## src/rtl/assert_macros.svh

```systemverilog
// shared assertion macros, sampled on clk_i and disabled while rst_ni is low
`ifndef ASSERT_MACROS_SVH
`define ASSERT_MACROS_SVH

// property must hold at every rising clock edge out of reset
`define PNM_ASSERT(lbl, prop, msg) \
  lbl: assert property (@(posedge clk_i) disable iff (!rst_ni) (prop)) else $error(msg);

// condition must never be true out of reset
`define PNM_ASSERT_NEVER(lbl, cond, msg) \
  lbl: assert property (@(posedge clk_i) disable iff (!rst_ni) !(cond)) else $error(msg);

`endif

```

## src/rtl/pnm_pkg.sv

```systemverilog
package pnm_pkg;

  parameter int unsigned DIM_BITS_DEF = 16;

  // ascii codes used by the header syntax
  parameter logic [7:0] CH_P    = 8'h50;
  parameter logic [7:0] CH_5    = 8'h35;
  parameter logic [7:0] CH_6    = 8'h36;
  parameter logic [7:0] CH_HASH = 8'h23;
  parameter logic [7:0] CH_LF   = 8'h0A;
  parameter logic [7:0] CH_CR   = 8'h0D;
  parameter logic [7:0] CH_ZERO = 8'h30;
  parameter logic [7:0] CH_NINE = 8'h39;

  typedef enum logic [1:0] {
    EV_HEADER = 2'd0,
    EV_PIXEL  = 2'd1,
    EV_ERROR  = 2'd2
  } event_kind_e;

  typedef enum logic [2:0] {
    ERR_NONE     = 3'd0,
    ERR_MAGIC    = 3'd1,
    ERR_SAMPLE   = 3'd2,
    ERR_SHORT    = 3'd3,
    ERR_OVERFLOW = 3'd4
  } error_code_e;

  typedef struct packed {
    event_kind_e kind;
    error_code_e err;
    logic        rgb;
    logic        eoi;
  } pnm_ctrl_t;

endpackage

```

## src/rtl/pnm_num_acc.sv

```systemverilog
module pnm_num_acc #(
  parameter int unsigned DIM_BITS = pnm_pkg::DIM_BITS_DEF
) (
  input  logic [7:0]          data_i,
  input  logic [DIM_BITS-1:0] acc_i,
  output logic                digit_o,
  output logic [DIM_BITS-1:0] acc_next_o,
  output logic                ovf_o
);

  localparam int unsigned ExtW = DIM_BITS + 4;

  logic [3:0]      digit_val;
  logic [ExtW-1:0] acc_ext;
  logic [ExtW-1:0] sum;

  assign digit_o   = (data_i >= pnm_pkg::CH_ZERO) && (data_i <= pnm_pkg::CH_NINE);
  // ascii digits sit at 0x30 to 0x39, so the low nibble is the value
  assign digit_val = data_i[3:0];
  assign acc_ext   = ExtW'(acc_i);

  // acc * 10 as two shifts plus the new digit
  assign sum        = (acc_ext << 3) + (acc_ext << 1) + ExtW'(digit_val);
  assign acc_next_o = sum[DIM_BITS-1:0];
  assign ovf_o      = |sum[ExtW-1:DIM_BITS];

endmodule

```

## src/rtl/pnm_parse_core.sv

```systemverilog
`include "assert_macros.svh"

module pnm_parse_core #(
  parameter int unsigned DIM_BITS = pnm_pkg::DIM_BITS_DEF
) (
  input  logic                clk_i,
  input  logic                rst_ni,
  input  logic                step_i,
  input  logic [7:0]          data_byte_i,
  input  logic                final_byte_i,
  output logic                res_valid_o,
  output pnm_pkg::pnm_ctrl_t  res_ctrl_o,
  output logic [DIM_BITS-1:0] res_width_o,
  output logic [DIM_BITS-1:0] res_height_o,
  output logic [DIM_BITS-1:0] res_maxval_o,
  output logic [DIM_BITS-1:0] res_col_o,
  output logic [DIM_BITS-1:0] res_row_o,
  output logic [7:0]          res_red_o,
  output logic [7:0]          res_green_o,
  output logic [7:0]          res_blue_o
);

  typedef enum logic [2:0] {
    PH_MAGIC_P = 3'd0,
    PH_MAGIC_D = 3'd1,
    PH_WIDTH   = 3'd2,
    PH_HEIGHT  = 3'd3,
    PH_MAXVAL  = 3'd4,
    PH_PIXELS  = 3'd5,
    PH_SKIP    = 3'd6
  } phase_e;

  phase_e              phase_q, phase_d;
  logic                rgb_q, rgb_d;
  logic [DIM_BITS-1:0] acc_q, acc_d;
  logic                digit_seen_q, digit_seen_d;
  logic                comment_q, comment_d;
  logic [DIM_BITS-1:0] width_q, width_d;
  logic [DIM_BITS-1:0] height_q, height_d;
  logic [DIM_BITS-1:0] maxval_q, maxval_d;
  logic [DIM_BITS-1:0] col_q, col_d;
  logic [DIM_BITS-1:0] row_q, row_d;
  logic [1:0]          comp_q, comp_d;
  logic [7:0]          red_q, red_d;
  logic [7:0]          green_q, green_d;

  logic                is_digit;
  logic [DIM_BITS-1:0] acc_next;
  logic                acc_ovf;
  logic                is_nl;
  logic                take;
  logic [7:0]          sa, sg, sb;
  logic                over;
  logic                col_last, row_last;
  logic                in_number;

  pnm_num_acc #(
    .DIM_BITS(DIM_BITS)
  ) u_num_acc (
    .data_i    (data_byte_i),
    .acc_i     (acc_q),
    .digit_o   (is_digit),
    .acc_next_o(acc_next),
    .ovf_o     (acc_ovf)
  );

  assign is_nl = (data_byte_i == pnm_pkg::CH_LF) || (data_byte_i == pnm_pkg::CH_CR);

  assign in_number = (phase_q == PH_WIDTH) || (phase_q == PH_HEIGHT) || (phase_q == PH_MAXVAL);

  assign col_last = ((DIM_BITS + 1)'(col_q) + (DIM_BITS + 1)'(1)) >= (DIM_BITS + 1)'(width_q);
  assign row_last = ((DIM_BITS + 1)'(row_q) + (DIM_BITS + 1)'(1)) >= (DIM_BITS + 1)'(height_q);

  always_comb begin
    phase_d      = phase_q;
    rgb_d        = rgb_q;
    acc_d        = acc_q;
    digit_seen_d = digit_seen_q;
    comment_d    = comment_q;
    width_d      = width_q;
    height_d     = height_q;
    maxval_d     = maxval_q;
    col_d        = col_q;
    row_d        = row_q;
    comp_d       = comp_q;
    red_d        = red_q;
    green_d      = green_q;

    res_valid_o     = 1'b0;
    res_ctrl_o.kind = pnm_pkg::EV_HEADER;
    res_ctrl_o.err  = pnm_pkg::ERR_NONE;
    res_ctrl_o.rgb  = 1'b0;
    res_ctrl_o.eoi  = 1'b0;
    res_red_o       = '0;
    res_green_o     = '0;
    res_blue_o      = '0;
    res_col_o       = '0;
    res_row_o       = '0;
    res_width_o     = '0;
    res_height_o    = '0;
    res_maxval_o    = '0;

    take = 1'b0;
    sa   = '0;
    sg   = '0;
    sb   = '0;
    over = 1'b0;

    case (phase_q)
      PH_MAGIC_P: begin
        if (data_byte_i == pnm_pkg::CH_P) begin
          phase_d = PH_MAGIC_D;
        end else begin
          res_valid_o     = 1'b1;
          res_ctrl_o.kind = pnm_pkg::EV_ERROR;
          res_ctrl_o.err  = pnm_pkg::ERR_MAGIC;
          phase_d         = PH_SKIP;
        end
      end
      PH_MAGIC_D: begin
        if (data_byte_i == pnm_pkg::CH_5 || data_byte_i == pnm_pkg::CH_6) begin
          rgb_d   = (data_byte_i == pnm_pkg::CH_6);
          phase_d = PH_WIDTH;
        end else begin
          res_valid_o     = 1'b1;
          res_ctrl_o.kind = pnm_pkg::EV_ERROR;
          res_ctrl_o.err  = pnm_pkg::ERR_MAGIC;
          phase_d         = PH_SKIP;
        end
      end
      PH_WIDTH, PH_HEIGHT, PH_MAXVAL: begin
        // inside a comment only cr or lf matters, and it then separates
        if (!comment_q || is_nl) begin
          comment_d = 1'b0;
          if (data_byte_i == pnm_pkg::CH_HASH) begin
            comment_d = 1'b1;
          end else if (is_digit) begin
            if (acc_ovf) begin
              res_valid_o     = 1'b1;
              res_ctrl_o.kind = pnm_pkg::EV_ERROR;
              res_ctrl_o.err  = pnm_pkg::ERR_OVERFLOW;
              phase_d         = PH_SKIP;
            end else begin
              acc_d        = acc_next;
              digit_seen_d = 1'b1;
            end
          end else if (digit_seen_q) begin
            case (phase_q)
              PH_WIDTH: begin
                width_d = acc_q;
                phase_d = PH_HEIGHT;
              end
              PH_HEIGHT: begin
                height_d = acc_q;
                phase_d  = PH_MAXVAL;
              end
              default: begin
                maxval_d        = acc_q;
                res_valid_o     = 1'b1;
                res_ctrl_o.kind = pnm_pkg::EV_HEADER;
                if (width_q == '0 || height_q == '0) begin
                  res_ctrl_o.eoi = 1'b1;
                  phase_d        = PH_SKIP;
                end else begin
                  phase_d = PH_PIXELS;
                end
              end
            endcase
            acc_d        = '0;
            digit_seen_d = 1'b0;
          end
        end
      end
      PH_PIXELS: begin
        if (!rgb_q) begin
          take = 1'b1;
          sa   = data_byte_i;
        end else begin
          case (comp_q)
            2'd0: begin
              red_d  = data_byte_i;
              comp_d = 2'd1;
            end
            2'd1: begin
              green_d = data_byte_i;
              comp_d  = 2'd2;
            end
            default: begin
              comp_d = 2'd0;
              take   = 1'b1;
              sa     = red_q;
              sg     = green_q;
              sb     = data_byte_i;
            end
          endcase
        end
        over = (DIM_BITS'(sa) > maxval_q) || (DIM_BITS'(sg) > maxval_q) ||
               (DIM_BITS'(sb) > maxval_q);
        if (take) begin
          res_valid_o = 1'b1;
          if (over) begin
            res_ctrl_o.kind = pnm_pkg::EV_ERROR;
            res_ctrl_o.err  = pnm_pkg::ERR_SAMPLE;
            phase_d         = PH_SKIP;
          end else begin
            res_ctrl_o.kind = pnm_pkg::EV_PIXEL;
            res_ctrl_o.eoi  = col_last && row_last;
            res_red_o       = sa;
            res_green_o     = sg;
            res_blue_o      = sb;
            res_col_o       = col_q;
            res_row_o       = row_q;
            if (col_last && row_last) begin
              phase_d = PH_SKIP;
            end else if (col_last) begin
              col_d = '0;
              row_d = row_q + DIM_BITS'(1);
            end else begin
              col_d = col_q + DIM_BITS'(1);
            end
          end
        end
      end
      default: ;
    endcase

    // early end of file replaces anything but an error, unless this beat leaves the parser in skip
    if (final_byte_i && !(res_valid_o && res_ctrl_o.kind == pnm_pkg::EV_ERROR) &&
        phase_d != PH_SKIP) begin
      res_valid_o     = 1'b1;
      res_ctrl_o.kind = pnm_pkg::EV_ERROR;
      res_ctrl_o.err  = pnm_pkg::ERR_SHORT;
      res_ctrl_o.eoi  = 1'b0;
      res_red_o       = '0;
      res_green_o     = '0;
      res_blue_o      = '0;
      res_col_o       = '0;
      res_row_o       = '0;
    end

    // header fields reflect the state after this beat
    res_ctrl_o.rgb = rgb_d;
    res_width_o    = width_d;
    res_height_o   = height_d;
    res_maxval_o   = maxval_d;

    if (final_byte_i) begin
      phase_d      = PH_MAGIC_P;
      rgb_d        = 1'b0;
      acc_d        = '0;
      digit_seen_d = 1'b0;
      comment_d    = 1'b0;
      width_d      = '0;
      height_d     = '0;
      maxval_d     = '0;
      col_d        = '0;
      row_d        = '0;
      comp_d       = '0;
      red_d        = '0;
      green_d      = '0;
    end
  end

  always_ff @(posedge clk_i or negedge rst_ni) begin
    if (!rst_ni) begin
      phase_q      <= PH_MAGIC_P;
      rgb_q        <= 1'b0;
      acc_q        <= '0;
      digit_seen_q <= 1'b0;
      comment_q    <= 1'b0;
      width_q      <= '0;
      height_q     <= '0;
      maxval_q     <= '0;
      col_q        <= '0;
      row_q        <= '0;
      comp_q       <= '0;
      red_q        <= '0;
      green_q      <= '0;
    end else if (step_i) begin
      phase_q      <= phase_d;
      rgb_q        <= rgb_d;
      acc_q        <= acc_d;
      digit_seen_q <= digit_seen_d;
      comment_q    <= comment_d;
      width_q      <= width_d;
      height_q     <= height_d;
      maxval_q     <= maxval_d;
      col_q        <= col_d;
      row_q        <= row_d;
      comp_q       <= comp_d;
      red_q        <= red_d;
      green_q      <= green_d;
    end
  end

  `PNM_ASSERT(a_skip_silent, (step_i && phase_q == PH_SKIP) |-> !res_valid_o, "result in skip")
  `PNM_ASSERT(a_final_resets, (step_i && final_byte_i) |=> phase_q == PH_MAGIC_P, "no reset")
  `PNM_ASSERT(a_comment_phase, comment_q |-> in_number, "comment outside header numbers")

endmodule

```

## src/rtl/pnm_out_skid.sv

```systemverilog
`include "assert_macros.svh"

module pnm_out_skid #(
  parameter int unsigned DataW = 8
) (
  input  logic             clk_i,
  input  logic             rst_ni,
  input  logic             push_i,
  input  logic [DataW-1:0] push_data_i,
  output logic             space_o,
  output logic             out_valid_o,
  input  logic             out_ready_i,
  output logic [DataW-1:0] out_data_o
);

  logic             out_valid_q;
  logic [DataW-1:0] out_data_q;
  logic             skid_valid_q;
  logic [DataW-1:0] skid_data_q;

  // a new beat can always land somewhere while the skid slot is empty
  assign space_o     = !skid_valid_q;
  assign out_valid_o = out_valid_q;
  assign out_data_o  = out_data_q;

  always_ff @(posedge clk_i or negedge rst_ni) begin
    if (!rst_ni) begin
      out_valid_q  <= 1'b0;
      skid_valid_q <= 1'b0;
    end else if (!out_valid_q || out_ready_i) begin
      if (skid_valid_q) begin
        out_valid_q  <= 1'b1;
        skid_valid_q <= 1'b0;
      end else begin
        out_valid_q <= push_i;
      end
    end else if (push_i) begin
      skid_valid_q <= 1'b1;
    end
  end

  always_ff @(posedge clk_i) begin
    if (!out_valid_q || out_ready_i) begin
      out_data_q <= skid_valid_q ? skid_data_q : push_data_i;
    end else if (push_i) begin
      skid_data_q <= push_data_i;
    end
  end

  `PNM_ASSERT(a_skid_behind_out, skid_valid_q |-> out_valid_q, "skid full with output empty")
  `PNM_ASSERT(a_stall_to_skid, (push_i && out_valid_q && !out_ready_i) |=> skid_valid_q, "stalled beat lost")
  `PNM_ASSERT_NEVER(a_no_overrun, push_i && skid_valid_q, "push into full buffer")

endmodule

```

## src/rtl/pnm_binary_stream_parser_unit.sv

```systemverilog
// channel | direction | handshake                  | payload
// in      | sink      | in_valid_i / in_ready_o    | data_byte_i, final_byte_i
// out     | source    | out_valid_o / out_ready_i  | event and header fields, pixel fields
//
// one byte per cycle while in_ready_o is high; every byte is parsed in the cycle it is accepted and
// its result, if any, is written to the output register, or to the skid slot while the output stalls
// a two-entry output buffer (output register plus skid slot) holds results;
// in_ready_o drops only while both entries are full
// rst_ni clears all parse state and the buffer; no clearing pass is needed
// the beat marked final_byte_i returns the parser to its reset state
module pnm_binary_stream_parser_unit #(
  parameter int unsigned DIM_BITS = pnm_pkg::DIM_BITS_DEF
) (
  input  logic                clk_i,
  input  logic                rst_ni,
  input  logic                in_valid_i,
  output logic                in_ready_o,
  input  logic [7:0]          data_byte_i,
  input  logic                final_byte_i,
  output logic                out_valid_o,
  input  logic                out_ready_i,
  output logic [1:0]          event_kind_o,
  output logic [2:0]          error_code_o,
  output logic                color_mode_o,
  output logic [DIM_BITS-1:0] image_width_o,
  output logic [DIM_BITS-1:0] image_height_o,
  output logic [DIM_BITS-1:0] max_value_o,
  output logic [7:0]          gray_or_red_o,
  output logic [7:0]          green_sample_o,
  output logic [7:0]          blue_sample_o,
  output logic [DIM_BITS-1:0] pixel_column_o,
  output logic [DIM_BITS-1:0] pixel_row_o,
  output logic                end_of_image_o
);

  localparam int unsigned CtrlW = $bits(pnm_pkg::pnm_ctrl_t);
  localparam int unsigned ResW  = CtrlW + 5 * DIM_BITS + 24;

  logic                step;
  logic                res_valid;
  pnm_pkg::pnm_ctrl_t  res_ctrl;
  logic [DIM_BITS-1:0] res_width, res_height, res_maxval, res_col, res_row;
  logic [7:0]          res_red, res_green, res_blue;
  logic [ResW-1:0]     res_flat;
  logic [ResW-1:0]     out_flat;
  pnm_pkg::pnm_ctrl_t  out_ctrl;

  assign step = in_valid_i && in_ready_o;

  pnm_parse_core #(
    .DIM_BITS(DIM_BITS)
  ) u_core (
    .clk_i       (clk_i),
    .rst_ni      (rst_ni),
    .step_i      (step),
    .data_byte_i (data_byte_i),
    .final_byte_i(final_byte_i),
    .res_valid_o (res_valid),
    .res_ctrl_o  (res_ctrl),
    .res_width_o (res_width),
    .res_height_o(res_height),
    .res_maxval_o(res_maxval),
    .res_col_o   (res_col),
    .res_row_o   (res_row),
    .res_red_o   (res_red),
    .res_green_o (res_green),
    .res_blue_o  (res_blue)
  );

  assign res_flat = {res_ctrl, res_width, res_height, res_maxval, res_col, res_row,
                     res_red, res_green, res_blue};

  pnm_out_skid #(
    .DataW(ResW)
  ) u_out_skid (
    .clk_i      (clk_i),
    .rst_ni     (rst_ni),
    .push_i     (step && res_valid),
    .push_data_i(res_flat),
    .space_o    (in_ready_o),
    .out_valid_o(out_valid_o),
    .out_ready_i(out_ready_i),
    .out_data_o (out_flat)
  );

  assign {out_ctrl, image_width_o, image_height_o, max_value_o, pixel_column_o, pixel_row_o,
          gray_or_red_o, green_sample_o, blue_sample_o} = out_flat;

  assign event_kind_o   = out_ctrl.kind;
  assign error_code_o   = out_ctrl.err;
  assign color_mode_o   = out_ctrl.rgb;
  assign end_of_image_o = out_ctrl.eoi;

endmodule
```

## config.mk

```make
export PLATFORM = sky130hd
export DESIGN_NAME = pnm_binary_stream_parser_unit
export DESIGN_NICKNAME = d
export VERILOG_FILES = /design/src/rtl/pnm_pkg.sv /design/src/rtl/pnm_num_acc.sv /design/src/rtl/pnm_parse_core.sv /design/src/rtl/pnm_out_skid.sv /design/src/rtl/pnm_binary_stream_parser_unit.sv
export VERILOG_INCLUDE_DIRS = /design/src /design/src/rtl
export SDC_FILE = /design/constraint.sdc
export NUM_CORES = 1
export LEC_CHECK = 0
export BUFFER_PORTS_ARGS = -buffer_cell sky130_fd_sc_hd__buf_2
export CAP_MARGIN = 5
export CORE_ASPECT_RATIO = 1.5
export CORE_MARGIN = 2
export CORE_UTILIZATION = 57
export CTS_BUF_LIST = sky130_fd_sc_hd__clkbuf_8
export DETAILED_ROUTE_END_ITERATION = 7
export PLACE_DENSITY = 0.79
export SETUP_SLACK_MARGIN = 0.5
export SLEW_MARGIN = 40
export SYNTH_ARGS = -nofsm -noshare
export SYNTH_HDL_FRONTEND = slang
export SYNTH_SLANG_ARGS = --single-unit
```

## constraint.sdc

```tcl
create_clock -name clk_i -period 9.2 [get_ports clk_i]
set_input_delay 1.38 -clock clk_i [delete_from_list [all_inputs] [get_ports clk_i]]
set_output_delay 1.38 -clock clk_i [all_outputs]
set_load 0.02 [all_outputs]
```

==> impl_metrics.yaml, run 1 <==
power:
  leakage_uw: 0.008648
  seqPwrFrac_pct: 47.2
  internal_power_uw: 2923
  switching_share_pct: 32.08
  powerDensity_nw_per_um2: 220.8
  clockPowerShare_pct: 29.2
  comb_power_share_pct: 23.5
  power_switching_uw: 1380
  peakVddDrop_uv: 174.3
finish:
  nNetsFinal: 1692
  final_cell_mix: "222 x edfxtp_1, 124 x buf_2, 122 x nand2_1"
  layout_commonest_cell: "edfxtp_1"
  area_growth_pct: 11.21
  layout-drive-gt1-share_pct: 20.81
  utilization_pct: 64.41
synth:
  ys_async_sr_fraction_pct: 35.47
  synthAdderAreaFrac_pct: 6.583
  synth_area_um2: 17520
  synth_compound_area_share_pct: 13.00
  yosysSeqAreaShare_pct: 55.47
  synth_ff_type: "edfxtp_1"
  ys_warn_count: 0
  yosys.area_share.simple_pct: 12.42
  synth_seq_cells: 344
  synthMuxAreaShare_pct: 6.862
  synth_cell_types: 80
  avgSynthCellArea_um2: 11.84
  synth_fp_nets: 1584
  synth-edff-count: 222
  synth_top_family_by_area: "compound AO/OA/AOI/OAI gates"
  synth-xor-area-share_pct: 1.949
  syn-instance-count: 1480
clock_network:
  post_cts_resized: 0
  cts_tree: "done"
  post_cts_buffers: 0
  cts-buffers-inserted: 49
  htreeDepth: 2
  clk_pin_slew_ns: 0.07
  cts-root-buf: "clkbuf_8"
  cts-hold-fix-buffers: 0
  clock_latency_ns: 0.62
  cts.sinks: 344
  cts.path.max_buffers: 3
die:
  row_count: 78
  core_area_um2: 30250
  start_util_pct: 57.92
  die_area_um2: 32190
  die_width_um: 147.2
  die_h_um: 218.7
  ios: 126
routing:
  routed_via_density: 6.078
  vias: 12340
  first_pass_iters: 5
  drt-total-wl_mm: 42.78
  antenna_left: 0
  first_iter_violations: 922
  wire_per_inst_um: 21.07
  drc: 0
timing:
  worstMarginPinSlew_ns: 0.8564
  clock_skew_ns: 0.03412
  setup_viol: 0
  rsz0062_at_grt: "no"
  report.final.slew_viol_count: 0
  hold_violations: 0
  fin_crit_sh_pct: 65.75
  relSlewSlack_pct: 42.77
  tns_ns: 0
  period_needed_ns: 6.049
  timing.fmax_ghz: 0.1653
critical_path:
  arrival_ns: 6.29
  worst-setup-path-type: "in2reg"
  crit_fanout: 50
  critPathTopFamily: "compound AO/OA/AOI/OAI gates"
  cp.required_ns: 9.44
  end_kind: "flop"
  crit_path_max_incr_delay_ns: 0.63
  crit_buf_inv: 4
  crit_path_cell_trace: "buf_2 -> inv_1 -> fa_1 -> inv_1 -> fa_1 -> a211oi_1 -> o21ai_1 -> a21boi_1 -> o221ai_1 -> a21boi_0 -> or3_1 -> o2111ai_4 -> nand3_4 -> a41oi_4 -> buf_4"
  crit_slowest_cell: "buf_4"
  start_kind: "primary input"
place:
  place_hpwl_mm: 29.30
  gp_congestion: 0.9254
  portBuffers: 125
global_routing:
  grt_max_degree: 76
  grt_pass1_vias: 12360
  gr-total-overflow: 0
  grt_usage_pct: 26.59
  grt_pass1_wl_mm: 66.90
  antenna_found_initial: 1
worst_hold_path:
  hold_class: "reg2reg"
run:
  maxCapViolCount: 0
outcome:
  status: "finished clean"
worst register-to-register path, stage by stage (launching register included):
cell and delay (ns):
dfrtp_1 0.53, ha_1 0.24, nand3_1 0.11, or3_1 0.45, nor2_1 0.17, xor2_1 0.27
ha_1 0.30, nand4_1 0.13, nor3_1 0.07, a2111oi_0 0.45, nor3_1 0.15, o22a_2 0.28
o311a_2 0.40, o21ai_2 0.16, nand3_4 0.45, a41oi_4 0.57, buf_4 0.63
cell type report:
| type | instances | area [um2] |
|---|---|---|
| Tap cell | 400 | 500.5 |
| Clock inverter | 38 | 276.5 |
| Multi-Input combinational cell | 980 | 7204 |
| Fill cell | 2405 | 10770 |
| Clock buffer | 54 | 743.2 |
| Antenna cell | 1 | 2.502 |
| Sequential cell | 344 | 9721 |
| Timing Repair Buffer | 142 | 770.7 |
| Inverter | 71 | 269.0 |
registers in the layout, indices dropped and copies added (netlist names), 2 cells and up:
signal and flops:
u_out_skid.out_data_o 111, u_out_skid.skid_data_q 111, u_core.acc_q 16, u_core.col_q 16, u_core.height_q 16, u_core.maxval_q 16
u_core.row_q 16, u_core.width_q 16, u_core.green_q 8, u_core.red_q 8, u_core.phase_q 3, u_core.comp_q 2
worst paths after layout:
check,start,endpoint,slack (ns),cells past startpoint
worst max register to register,u_core.row_q[0],u_out_skid.skid_data_q[40],3.45,16
min in group asynchronous,rst_ni,u_core.col_q[0],0.79,1
max in group asynchronous,rst_ni,u_out_skid.skid_valid_q,7.19,2
worst min-delay path,u_core.red_q[3],u_core.red_q[3],0.51,1
worst min register to register,u_core.red_q[3],u_core.red_q[3],0.51,1
worst max-delay path,data_byte_i[3],u_out_skid.skid_data_q[40],3.15,15
per-layer routing:
| layer | track usage (%) | up-vias | wire [um] |
|---|---|---|---|
| met5 | 0 | - | 0 |
| met4 | 14.65 | 0 | 2365 |
| met3 | 3.674 | 126 | 1944 |
| met2 | 46.32 | 391 | 21730 |
| met1 | 31.83 | 6115 | 16740 |
| li1 | - | 5707 | - |
stage by stage:
step | setup slack (ns) | power (uW) | hold slack [ns] | cell area [um2] | std cells
after floorplan | 0.8273 | 2750 | 0.4731 | 17530 | 1480
after global placement | 2.324 | 3036 | 0.4915 | 18420 | 1936
after detailed placement | 2.575 | 3073 | 0.4928 | 18460 | 1937
after CTS | 3.191 | 4333 | 0.5136 | 19480 | 2029
after global routing | 2.790 | 4479 | 0.5288 | 19490 | 2030
final | 3.151 | 4303 | 0.5123 | 19490 | 2030
power by group through the flow:
stage          registers (uW)  logic (uW)  clock network (uW)
4_1_cts                  2030        1020                1280
5_1_grt                  2060        1080                1340
3_5_place_dp             2060        1010                   0
6_report                 2030        1010                1260
3_3_place_gp             2060         980                   0
2_1_floorplan            2270         477                   0
synth_stat cells, types with 7 or more instances:
library cell    n  share of area, %
nand4_1        19              0.68
o31ai_1         7              0.30
buf_2          13              0.37
nor2b_1        18              0.64
ha_1           89               6.4
o211ai_1        7              0.30
nand2_1       122               2.6
nand3_1        18              0.51
o21ai_0       107               3.1
mux2i_1        11              0.63
xnor2_1        26               1.3
nand2b_1       28               1.0
a41o_1         16              0.91
dfrtp_1       122                17
nor4_1         14              0.50
xor2_1         13              0.65
inv_1          69               1.5
mux2_2         97               6.2
a21oi_1        42               1.2
a22o_1         75               3.7
and3_1         42               1.5
and2_1         60               2.1
clkbuf_1       59               1.3
nor2_1         52               1.1
nor3_1         19              0.54
edfxtp_1      222                38
a21o_1         11              0.47
cell families after synthesis:
logic type	Yosys count
AO/OA/AOI/OAI	326
XOR/XNOR	39
adder cells (fa/ha/maj)	91
buffers and inverters	156
flip-flops	344
multiplexers	108
AND/OR/NAND/NOR	416
Power figures use the tool's default switching activity.
==> run 2, diff against run 1 <==
--- a/config.mk
+++ b/config.mk
@@ -6,14 +6,15 @@
 export SDC_FILE = /design/constraint.sdc
 export NUM_CORES = 1
 export LEC_CHECK = 0
+export ABC_AREA = 1
 export BUFFER_PORTS_ARGS = -buffer_cell sky130_fd_sc_hd__buf_2
 export CAP_MARGIN = 5
 export CORE_ASPECT_RATIO = 1.5
 export CORE_MARGIN = 2
-export CORE_UTILIZATION = 57
+export CORE_UTILIZATION = 63
 export CTS_BUF_LIST = sky130_fd_sc_hd__clkbuf_8
 export DETAILED_ROUTE_END_ITERATION = 7
-export PLACE_DENSITY = 0.79
+export PLACE_DENSITY = 0.83
 export SETUP_SLACK_MARGIN = 0.5
 export SLEW_MARGIN = 40
 export SYNTH_ARGS = -nofsm -noshare
==> constraint.sdc (replaced) <==
create_clock -name clk_i -period 5.9 [get_ports clk_i]
set_input_delay 0.885 -clock clk_i [delete_from_list [all_inputs] [get_ports clk_i]]
set_output_delay 0.885 -clock clk_i [all_outputs]
set_load 0.02 [all_outputs]
==> impl_metrics.yaml, run 2 <==
outcome:
  status: "finished clean"
die:
  die_area_um2: 29060
  die_h_um: 207.8
  die_width_um: 139.9
  core_area_um2: 27220
  ios: 126
  start_util_pct: 64.08
  row_count: 74
critical_path:
  end_kind: "flop"
  worst-setup-path-type: "reg2reg"
  cp.required_ns: 6.10
  crit_slowest_cell: "buf_4"
  crit_fanout: 57
  cpMostUsedCell: "nand2_1"
  crit_path_max_incr_delay_ns: 0.61
  start_kind: "flop"
  arrival_ns: 5.21
global_routing:
  grt_usage_pct: 28.44
  grt_pass1_vias: 13370
  grt_max_degree: 90
  antenna_found_initial: 0
  gr-total-overflow: 0
  grt_pass1_wl_mm: 66.23
synth:
  synthTopCellsByArea: "edfxtp_1 38%, dfrtp_1 18%, nand2_1 10%"
  synth_fp_nets: 1982
  synth_seq_cells: 344
  yosysSeqAreaShare_pct: 55.72
  synth-edff-count: 222
  synth_ff_type: "edfxtp_1"
  ys_warn_count: 0
  synth_cell_types: 47
  netlist_top_cells_count: "482 x nand2_1, 285 x inv_1, 222 x edfxtp_1"
  synth_top_area_share_pct: 38.22
  syn-instance-count: 1878
  synth_top_cell_by_area: "edfxtp_1"
  synth_area_um2: 17440
  ys_async_sr_fraction_pct: 35.47
  synth.most_common_cell: "nand2_1"
  avgSynthCellArea_um2: 9.289
timing:
  rsz0062_at_grt: "no"
  period_needed_ns: 5.010
  clock_skew_ns: 0.03552
  worstMarginPinSlew_ns: 0.8111
  setup_viol: 0
  report.final.slew_viol_count: 0
  fin_crit_sh_pct: 84.92
  hold_violations: 0
  timing.fmax_ghz: 0.1996
  fin_ws_ns: 0.8895
  relSlewSlack_pct: 45.87
  tns_ns: 0
clock_network:
  post_cts_buffers: 0
  cts-root-buf: "clkbuf_8"
  htreeDepth: 2
  cts_tree: "done"
  cts-hold-fix-buffers: 0
  cts.path.max_buffers: 3
  clk_pin_slew_ns: 0.07
  cts-buffers-inserted: 48
  cts.sinks: 344
  clock_latency_ns: 0.61
  post_cts_resized: 0
finish:
  final_cell_mix: "478 x nand2_1, 297 x inv_1, 222 x edfxtp_1"
  area_growth_pct: 11.07
  layout_commonest_cell: "nand2_1"
  nNetsFinal: 2104
  antenna_cells: 0
  fin_cells: 2382
  layout-drive-gt1-share_pct: 13.97
worst_hold_path:
  hold_class: "in2async"
routing:
  wire_per_inst_um: 17.32
  antenna_left: 0
  routed_via_density: 5.641
  vias: 13440
  drt-total-wl_mm: 41.26
  drc: 0
  first_iter_violations: 929
  first_pass_iters: 7
run:
  maxCapViolCount: 0
power:
  leakage_uw: 0.009568
  p_total_uw: 7360
  powerDensity_nw_per_um2: 379.9
  peakVddDrop_uv: 316.7
place:
  gp_congestion: 0.9586
  portBuffers: 125
  place_hpwl_mm: 28.81
  placed_cells: 2292
  dp_slack_ns: 0.9733
-- run 2: cell types whose count changed after synthesis, moves of 60 or more --
cell / change
a22o_1: -75
nand2_1: +360
o22ai_1: +83
inv_1: +216
mux2_2: -96
and2_1: -60
-- run 2: worst paths after layout --
check                                      startpoint                     endpoint  slack (ns)  cells past startpoint
setup / recovery                      u_core.col_q[2]  u_out_skid.skid_data_q[103]        0.89                     28
hold / removal                                 rst_ni             u_core.acc_q[14]        0.36                      1
setup reg to reg                      u_core.col_q[2]  u_out_skid.skid_data_q[103]        0.89                     28
hold reg to reg            u_out_skid.skid_data_q[15]    u_out_skid.out_data_o[15]        0.51                      2
max in group asynchronous                      rst_ni            u_core.width_q[4]        4.43                      2
min in group clk_i         u_out_skid.skid_data_q[15]    u_out_skid.out_data_o[15]        0.51                      2
-- run 2: cell families (layout without fill, tap and decap cells) --
logic type	count (synthesis)	after routing	synth area share, %
multiplexers	1	1	0.06455
XOR/XNOR	29	29	1.456
AND/OR/NAND/NOR	740	740	18.17
adder cells (fa/ha/maj)	91	91	6.613
AO/OA/AOI/OAI	317	317	10.07
buffers and inverters	356	518	7.911
flip-flops	344	344	55.72
-- run 2: report_power, final --
group	internal (uW)	switching, uW	leakage, uW
combinational	565	1490	0.00505
sequential	3130	228	0.00395
clock	1040	910	0.000571
-- run 2: layout make-up --
| class | count | area [um2] |
|---|---|---|
| repair buffers | 136 | 718.2 |
| clock buffers | 52 | 715.7 |
| multi-input cells | 1178 | 6391 |
| clock inverters | 38 | 297.8 |
| inverters | 292 | 1101 |
| well taps | 342 | 427.9 |
| fillers | 2041 | 7846 |
| flip-flops and latches | 344 | 9723 |
-- run 2: metrics by stage --
stage | hold slack [ns] | util, % | area [um2]
global route | 0.3930 | 71.18 | 19370
CTS | 0.3553 | 71.16 | 19370
floorplan | 0.4642 | - | 17470
global placement | 0.4797 | 67.39 | 18340
detailed placement | 0.5019 | 67.44 | 18360
finish | 0.3614 | 71.18 | 19370
-- run 2: layer usage --
layer	vias up	wire [um]	GRT usage (%)
met1	6356	16140	34.22
met3	126	2294	4.221
met5	-	0	0
met2	475	20900	50.03
met4	0	1918	13.66
li1	6481	-	-
-- run 2: worst max-delay path, delay by kind of cell (launching register included) --
| family | cells | cell delay, ns |
|---|---|---|
| AO/OA/AOI/OAI | 2 | 0.18 |
| XOR/XNOR | 1 | 0.18 |
| adder cells (fa/ha/maj) | 1 | 0.29 |
| buffers and inverters | 3 | 0.74 |
| flip-flops | 1 | 0.41 |
| AND/OR/NAND/NOR | 21 | 2.74 |
